## config.mk

```make
export PLATFORM = sky130hd
export DESIGN_NAME = tracker_pattern_command_decoder
export DESIGN_NICKNAME = d
export VERILOG_FILES = /design/src/hw/rtl/tpcd_pkg.sv /design/src/hw/rtl/tracker_pattern_command_decoder.sv /design/src/hw/rtl/tpcd_parser.sv
export SDC_FILE = /design/constraint.sdc
export NUM_CORES = 1
export LEC_CHECK = 0
export BUFFER_PORTS_ARGS = -buffer_cell sky130_fd_sc_hd__clkbuf_2
export CORE_MARGIN = 4
export CORE_UTILIZATION = 45
export DETAILED_ROUTE_END_ITERATION = 7
export PLACE_DENSITY = 0.72
export SYNTH_ARGS = -nofsm -noshare
export SYNTH_HDL_FRONTEND = slang
export SYNTH_SLANG_ARGS = --single-unit
```

## constraint.sdc

```tcl
create_clock -name clk_i -period 7 [get_ports clk_i]
set_input_delay 1.4 -clock clk_i [delete_from_list [all_inputs] [get_ports clk_i]]
set_output_delay 1.4 -clock clk_i [all_outputs]
set_load 0.01 [all_outputs]
```

## src/hw/rtl/tpcd_pkg.sv

```systemverilog
// types and constants shared by the pattern command decoder
`timescale 1ns / 1ps
`default_nettype none

package tpcd_pkg;

  // command byte codes
  localparam logic [7:0] CMD_LAST_CHANNEL = 8'h03;
  localparam logic [7:0] CMD_ADVANCE      = 8'h04;
  localparam logic [7:0] CMD_JUMP         = 8'h05;
  localparam logic [7:0] CMD_END          = 8'h06;
  localparam logic [7:0] CMD_PAD          = 8'h66;

  // result kinds
  typedef enum logic [2:0] {
    KIND_CELL     = 3'd0,
    KIND_JUMP     = 3'd1,
    KIND_END      = 3'd2,
    KIND_UNKNOWN  = 3'd3,
    KIND_OVERFLOW = 3'd4
  } kind_e;

  // one input transaction
  typedef struct packed {
    logic [7:0] data_byte;
    logic       new_pattern;
  } in_t;

  // one result transaction
  typedef struct packed {
    kind_e      kind;
    logic [5:0] row;
    logic [1:0] channel;
    logic [6:0] note;
    logic [5:0] sample_number;
    logic [5:0] volume;
    logic [7:0] jump_position;
    logic [7:0] bad_byte;
  } out_t;

endpackage

`default_nettype wire

```

## src/hw/rtl/tracker_pattern_command_decoder.sv

```systemverilog
// Pattern command decoder: takes one pattern byte per transaction and returns
// at most one decoded event per byte. A byte is accepted in every cycle while
// in_ready_o is high; its result is registered before it is output. The
// result register is backed by a one-entry skid buffer, so input keeps
// flowing while the output waits, and in_ready_o drops only when both are
// full. The decoder holds its state in a few flip-flops and needs no clearing
// pass after reset. ROWS sets the number of rows in a pattern (2 to 256); the
// row field carries the low six bits of the row index.
`timescale 1ns / 1ps
`default_nettype none

module tracker_pattern_command_decoder #(
  parameter int ROWS = 64
) (
  input  wire logic            clk_i,
  input  wire logic            rst_ni,
  input  wire logic            in_valid_i,
  output logic                 in_ready_o,
  input  wire tpcd_pkg::in_t   in_data_i,
  output logic                 out_valid_o,
  input  wire logic            out_ready_i,
  output tpcd_pkg::out_t       out_data_o
);
  import tpcd_pkg::*;

  logic in_accept;
  logic out_take;
  logic res_valid;
  out_t res;

  logic out_valid_q;
  out_t out_q;
  logic skid_valid_q;
  out_t skid_q;

  assign in_ready_o  = !skid_valid_q;
  assign in_accept   = in_valid_i && in_ready_o;
  assign out_valid_o = out_valid_q;
  assign out_data_o  = out_q;
  assign out_take    = out_valid_q && out_ready_i;

  // decode each accepted byte
  tpcd_parser #(
    .ROWS(ROWS)
  ) u_parser (
    .clk_i      (clk_i),
    .rst_ni     (rst_ni),
    .step_i     (in_accept),
    .item_i     (in_data_i),
    .res_valid_o(res_valid),
    .res_o      (res)
  );

  // result register and skid buffer control
  always_ff @(posedge clk_i or negedge rst_ni) begin
    if (!rst_ni) begin
      out_valid_q  <= 1'b0;
      skid_valid_q <= 1'b0;
    end else if (skid_valid_q) begin
      if (out_take) begin
        skid_valid_q <= 1'b0;
      end
    end else if (in_accept && res_valid) begin
      if (!out_valid_q || out_take) begin
        out_valid_q <= 1'b1;
      end else begin
        skid_valid_q <= 1'b1;
      end
    end else if (out_take) begin
      out_valid_q <= 1'b0;
    end
  end

  // result payload
  always_ff @(posedge clk_i) begin
    if (skid_valid_q) begin
      if (out_take) begin
        out_q <= skid_q;
      end
    end else if (in_accept && res_valid) begin
      if (!out_valid_q || out_take) begin
        out_q <= res;
      end else begin
        skid_q <= res;
      end
    end
  end

endmodule

`default_nettype wire

```

## src/hw/rtl/tpcd_parser.sv

```systemverilog
// command parser: decoder state and the result of each accepted byte
`timescale 1ns / 1ps
`default_nettype none

module tpcd_parser #(
  parameter int ROWS = 64
) (
  input  wire logic         clk_i,
  input  wire logic         rst_ni,
  input  wire logic         step_i,
  input  wire tpcd_pkg::in_t  item_i,
  output logic              res_valid_o,
  output tpcd_pkg::out_t    res_o
);
  import tpcd_pkg::*;

  localparam int RowW = (ROWS > 2) ? $clog2(ROWS) : 1;
  localparam int SumW = ((RowW > 8) ? RowW : 8) + 1;

  typedef enum logic [2:0] {
    PH_CMD   = 3'd0,
    PH_CELL1 = 3'd1,
    PH_CELL2 = 3'd2,
    PH_ADV   = 3'd3,
    PH_JUMP  = 3'd4
  } phase_e;

  phase_e            phase_q, phase_d, phase_eff;
  logic [RowW-1:0]   row_q, row_d, row_eff;
  logic [1:0]        chan_q, chan_d;
  logic [7:0]        first_q, first_d;
  logic              stopped_q, stopped_d, stopped_eff;
  logic [SumW-1:0]   row_wide;
  logic [SumW-1:0]   row_sum;
  logic [7:0]        b;

  assign b        = item_i.data_byte;
  assign row_wide = SumW'(row_eff);
  assign row_sum  = row_wide + SumW'(b);

  // new pattern clears row, phase and stop before decoding
  always_comb begin
    phase_eff   = item_i.new_pattern ? PH_CMD : phase_q;
    row_eff     = item_i.new_pattern ? '0 : row_q;
    stopped_eff = item_i.new_pattern ? 1'b0 : stopped_q;
  end

  // next state and result for the current byte
  always_comb begin
    phase_d     = phase_eff;
    row_d       = row_eff;
    chan_d      = chan_q;
    first_d     = first_q;
    stopped_d   = stopped_eff;
    res_valid_o = 1'b0;
    res_o       = '0;
    res_o.row   = row_wide[5:0];
    if (!stopped_eff) begin
      unique case (phase_eff)
        PH_CELL1: begin
          first_d = b;
          phase_d = PH_CELL2;
        end
        PH_CELL2: begin
          res_valid_o         = 1'b1;
          res_o.kind          = KIND_CELL;
          res_o.channel       = chan_q;
          res_o.note          = b[6:0];
          res_o.sample_number = {1'b0, b[7], first_q[7:4]} + 6'd1;
          res_o.volume        = {first_q[3:0], 2'b00};
          phase_d             = PH_CMD;
        end
        PH_ADV: begin
          phase_d = PH_CMD;
          if (row_sum >= SumW'(ROWS)) begin
            stopped_d   = 1'b1;
            res_valid_o = 1'b1;
            res_o.kind  = KIND_OVERFLOW;
          end else begin
            row_d = row_sum[RowW-1:0];
          end
        end
        PH_JUMP: begin
          res_valid_o         = 1'b1;
          res_o.kind          = KIND_JUMP;
          res_o.jump_position = b;
          phase_d             = PH_CMD;
        end
        PH_CMD: begin
          phase_d = PH_CMD;
          if (b == CMD_PAD) begin
            phase_d = PH_CMD;
          end else if (b <= CMD_LAST_CHANNEL) begin
            chan_d  = b[1:0];
            phase_d = PH_CELL1;
          end else if (b == CMD_ADVANCE) begin
            phase_d = PH_ADV;
          end else if (b == CMD_JUMP) begin
            phase_d = PH_JUMP;
          end else if (b == CMD_END) begin
            stopped_d   = 1'b1;
            res_valid_o = 1'b1;
            res_o.kind  = KIND_END;
          end else begin
            res_valid_o    = 1'b1;
            res_o.kind     = KIND_UNKNOWN;
            res_o.bad_byte = b;
          end
        end
        default: begin
          phase_d = PH_CMD;
        end
      endcase
    end
  end

  // parser state, updated once per accepted byte
  always_ff @(posedge clk_i or negedge rst_ni) begin
    if (!rst_ni) begin
      phase_q   <= PH_CMD;
      row_q     <= '0;
      chan_q    <= '0;
      first_q   <= '0;
      stopped_q <= 1'b0;
    end else if (step_i) begin
      phase_q   <= phase_d;
      row_q     <= row_d;
      chan_q    <= chan_d;
      first_q   <= first_d;
      stopped_q <= stopped_d;
    end
  end

endmodule

`default_nettype wire

```

* Word level (Yosys, flattened, before mapping) *
Cells that the tools add are included.
Widths: inputs -> output; s select.

storage, ports and cells
  bits in registers = 114
  bits in latches = 0
  memory bits (writable) = 0
  ROM bits = 0
  input port bits = 13
  output and inout bits = 48
  memories kept = 0

cells by class
  add/subtract/negate cells = 2
  $mul = 0
  divide/modulo/power cells = 0
  magnitude comparators = 2
  equality and inequality tests = 10
  shift operators = 0
  multiplexer cells = 54
  bitwise logic cells = 4
  reduce and logical (&&, ||, !) cells = 16

operators by type and width
  cell                 number
  $mux 46              4
  $mux 8               7
  $mux 37              1
  $mux 3               12
  $eq 8x3->1 const B   3
  $mux 6               4
  $mux 1               21
  $mux 21              1
  $reduce_and 3->1     4
  $add 6x8->9          1
  $ge 9x7->1 const B   1
  $pmux 3 s3           1
  $eq 8x7->1 const B   1
  $le 8x2->1 const B   1
  $add 5x1->6 const B  1
  $eq 3x2->1 const B   2
  $pmux 3 s2           1
  $reduce_bool 2->1    3
  $reduce_and 5->1     1
  $not 1->1            4
  $eq 3x1->1 const B   1
  $eq 3x3->1 const B   1
  $logic_and 1x1->1    3
  $logic_not 3->1      1
  7 further kinds      8

* Logic depth before layout (Yosys ltp) *
  depth after elaboration = 11
  depth in mapped cells = 10
  depth with buffers taken out = 8

* Hierarchy *
From an unflattened synthesis, not the netlist that was laid out.

second synthesis, totals
  cell total of the unflattened synthesis = 353
  area, all modules = 5,335.1 um2

by module, submodules not included
  module                           times used  cells each  area an instance (um2)  seq. area each (um2)
  tracker_pattern_command_decoder  1           158         3,687.3                 2,812.7
  tpcd_parser                      1           195         1,647.8                 500.5

* Least setup slack after synthesis *
No wires, ideal clock.

  path kind = in2reg
  start = input in_data_i[0] (netlist bit)
  end = register out_q (netlist bit out_data_o[0]), enable pin
  setup time = 0.513 ns
  arrival = 6.269 ns
  path slack = 0.218 ns
  stages = 10
  path buffers = 2
  path through = clkbuf_2 -> buf_1 -> nor2b_1 -> ha_1 -> fa_1 -> nand4b_1 -> nor3_1 -> nor3_1 -> o31ai_2 -> a21boi_0

RTL lines
  item                  line                                   RTL
  from (decl)           tracker_pattern_command_decoder.sv:19  input wire tpcd_pkg::in_t in_data_i,
  to (signal assigned)  tracker_pattern_command_decoder.sv:78  out_q <= skid_q;
  to (signal assigned)  tracker_pattern_command_decoder.sv:82  out_q <= res;
  to (decl)             tracker_pattern_command_decoder.sv:32  out_t out_q;

==> flow_metrics.env <==
export IMPL_async_flop_share_pct=20.00
export IMPL_root_buffer="clkbuf_8"
export IMPL_std_cell_rows=37
export IMPL_insertion_delay_ns=0.36
export IMPL_detail_route_wl_per_cell_um=17.05
export IMPL_dp_hpwl_mm=6.241
export IMPL_p_comb_share_pct=25.9
export IMPL_synthCells=339
export IMPL_synth_area_um2=4937
export IMPL_power_per_cell_area_nw_per_um2=320.7
export IMPL_dr_pass1_iters=4
export IMPL_antenna_found_initial=0
export IMPL_placed_area_um2=5370
export IMPL_maxSlewViolCount=0
export IMPL_netSwitchingFraction_pct=30.35
export IMPL_p_leak_nw=2.198
export IMPL_arrival_ns=4.20
export IMPL_num_vias=2874
export IMPL_postCtsSetupBuffers=0
export IMPL_cts_hold_buf=0
export IMPL_peakVddDrop_v=0.0001419
export IMPL_cts_resized=0
export IMPL_cts_tree="yes"
export IMPL_worst_setup_path_start_kind="primary input"
export IMPL_synth_simple_area_share_pct=11.89
export IMPL_critPathCaptureType="flop"
export IMPL_h_tree_depth=3
export IMPL_drc_errors=0
export IMPL_crit_start="in_data_i[0]"
export IMPL_antenna_left=0
export IMPL_synth_top_family_by_area="multiplexers"
export IMPL_cts_sinks=110
export IMPL_grt_first_pass_wirelength_mm=15.17
export IMPL_final_cell_mix="edfxtp_1 (88), clkbuf_2 (58), mux2_2 (46)"
export IMPL_crit_type="in -> reg"
export IMPL_worst_slew_pin_slew_ns=0.9676
export IMPL_port_buffers=58
export IMPL_numCtsBuffers=9
export IMPL_synth_top_area_cell="edfxtp_1"
export IMPL_synth_warnings=0
export IMPL_synth_area_mux_share_pct=12.42
export IMPL_ff2ff_path_depth=9
export IMPL_skew_ns=0.01167
export IMPL_final_area_um2=5554
export IMPL_outcome="finished, final reports clean"
export IMPL_gp_congestion=0.8364
export IMPL_num_nets_final=420
export IMPL_dp_cells=524
export IMPL_crit_fanout=27
export IMPL_synth_edf_count=88
export IMPL_track_usage_pct=15.13
export IMPL_ff_latch_area_um2=3193
export IMPL_r2r_setup_slack_ns=3.85
export IMPL_synth_xor_area_share_pct=1.242
export IMPL_hold_violations=0
export IMPL_rsz0062_at_grt="no"
export IMPL_final_util_pct=52.85
export IMPL_viasPerCell=5.322
export IMPL_reg2reg_from="u_parser.row_q[0]"
export IMPL_r2r_end="skid_q[31]"
export IMPL_maxCapViolCount=0
export IMPL_clk_pin_slew_ns=0.10
export IMPL_pwr_share_clk_pct=20.3
export IMPL_synth_compound_area_share_pct=5.550
export IMPL_fmax_mhz=242.9
export IMPL_ys_seq_area_share_pct=64.67
export IMPL_antennaDiodeCount=0
export IMPL_drtIter0Drc=145
export IMPL_synthAdderAreaFrac_pct=2.179
export IMPL_cp_data_required_time_ns=7.08
export IMPL_die_w_um=112.7
export IMPL_grt_overflow_total=0
export IMPL_pwr_share_seq_pct=53.8
export IMPL_core_um2=10510
export IMPL_fin_crit_ns=4.116
export IMPL_fillers=863
export IMPL_synth_cell_types=55
export IMPL_final_common_cell="edfxtp_1"
export IMPL_synth_avg_cell_area_um2=14.56
export IMPL_tns_ns=0
export IMPL_post_route_period_util_pct=58.81
export IMPL_multi_input_area_um2=1675
export IMPL_synth_flop_cell="edfxtp_1"
export IMPL_relSlewSlack_pct=34.95
export IMPL_p_int_mw=1.240
export IMPL_ios=61
export IMPL_die_area_um2=12710
export IMPL_wl_mm=9.209
export IMPL_cp_endpoint="skid_q[31]"
export IMPL_ys_ff_latch=110
export IMPL_power_switching_uw=540.5
export IMPL_die_y_um=112.7
export IMPL_syn2layout_area_growth_pct=12.49
export IMPL_layoutNonFillerInstCount=540
export IMPL_synthTopCellsByArea="edfxtp_1 (54%), dfrtp_1 (11%), mux2_2 (10%)"
export IMPL_grt_pass1_vias=2936
export IMPL_drive_gt1_share_pct=34.65
export IMPL_hp_class="reg -> reg"
export IMPL_finalSetupViolations=0
export IMPL_clk_path_buf_depth=2
export IMPL_grt_max_degree=45
export IMPL_start_util_pct=46.98
export IMPL_synth_top_area_share_pct=53.52
[metal layers]
layer	GRT usage (%)	routed length, um
met5	0	0
met2	24.64	4347
met4	4.327	106
met1	19.98	4085
met3	4.171	670
[cell type report]
type	instances	area share [%]
timing repair buffer	61	5.632
clock buffer	11	2.546
sequential	110	57.49
clock inverter	5	0.7659
tap	136	3.064
inverter	5	0.3379
multi-input combinational	212	30.16
[sequential cells by signal, indices dropped and copies added (netlist names)]
register / flops
out_data_o: 44
out_valid_o: 1
u_parser.stopped_q: 1
u_parser.row_q: 6
skid_q: 44
skid_valid_q: 1
u_parser.first_q: 8
u_parser.chan_q: 2
u_parser.phase_q: 3
[worst max-delay path, stage by stage]
cell and delay [ns]:
clkbuf_2 0.32, nor2b_1 0.15, ha_1 0.24, fa_1 0.45
a21o_1 0.21, a41oi_1 0.25, nor3_1 0.10, o31ai_2 0.52
nor2_4 0.22, buf_4 0.32
[power groups by stage]
stage          sequential [mW]  clock, mW  combinational, mW
3_3_place_gp             0.968          0              0.464
4_1_cts                  0.961      0.370              0.472
2_1_floorplan             1.03          0              0.255
5_1_grt                  0.977      0.400              0.505
3_5_place_dp             0.975          0              0.470
6_report                 0.958      0.361              0.462
[synthesized netlist by cell type (2+ instances only)]
library cell	count
edfxtp_1	88
mux2_2	46
nand2_1	27
and2_1	26
dfrtp_1	22
nor2_1	11
nor2b_1	9
o21ai_0	9
ha_1	7
a21oi_1	6
clkbuf_1	5
inv_1	5
mux2i_1	5
nor3_1	5
o31ai_1	5
xor2_1	5
nand3_1	4
a21o_1	3
buf_4	3
mux2_4	3
nor4_1	3
a211oi_1	2
and2_2	2
and2b_1	2
and3_1	2
and4bb_2	2
buf_1	2
nand3b_1	2
xnor2_1	2
[metrics by stage]
stage	worst slack (ns)	power, mW	hold slack, ns
after global placement	2.673	1.432	0.4574
after global routing	2.699	1.882	0.5160
after detailed placement	2.543	1.445	0.4669
after CTS	2.922	1.803	0.4895
after floorplan	0.2176	1.282	0.4418
final	2.884	1.781	0.4876
[how the worst min path moves through the flow]
stage	startpoint	to	cells past startpoint	slack, ns
finish	u_parser.first_q[0]	u_parser.first_q[0]	2	0.49
global route	u_parser.first_q[1]	u_parser.first_q[1]	1	0.52
CTS	u_parser.first_q[0]	u_parser.first_q[0]	2	0.49
detailed placement	u_parser.first_q[0]	u_parser.first_q[0]	2	0.47
global placement	u_parser.first_q[0]	u_parser.first_q[0]	2	0.46
floorplan	u_parser.first_q[0]	u_parser.first_q[0]	2	0.44
[cell families after synthesis]
group | Yosys count
AOI/OAI and AO/OA | 37
xor gates and xnor gates | 7
adders and majority gates | 8
buffers and inverters | 18
DFF | 110
muxes | 54
other | 1
and+or+nand+nor | 104
(Power assumes the default switching activity.)
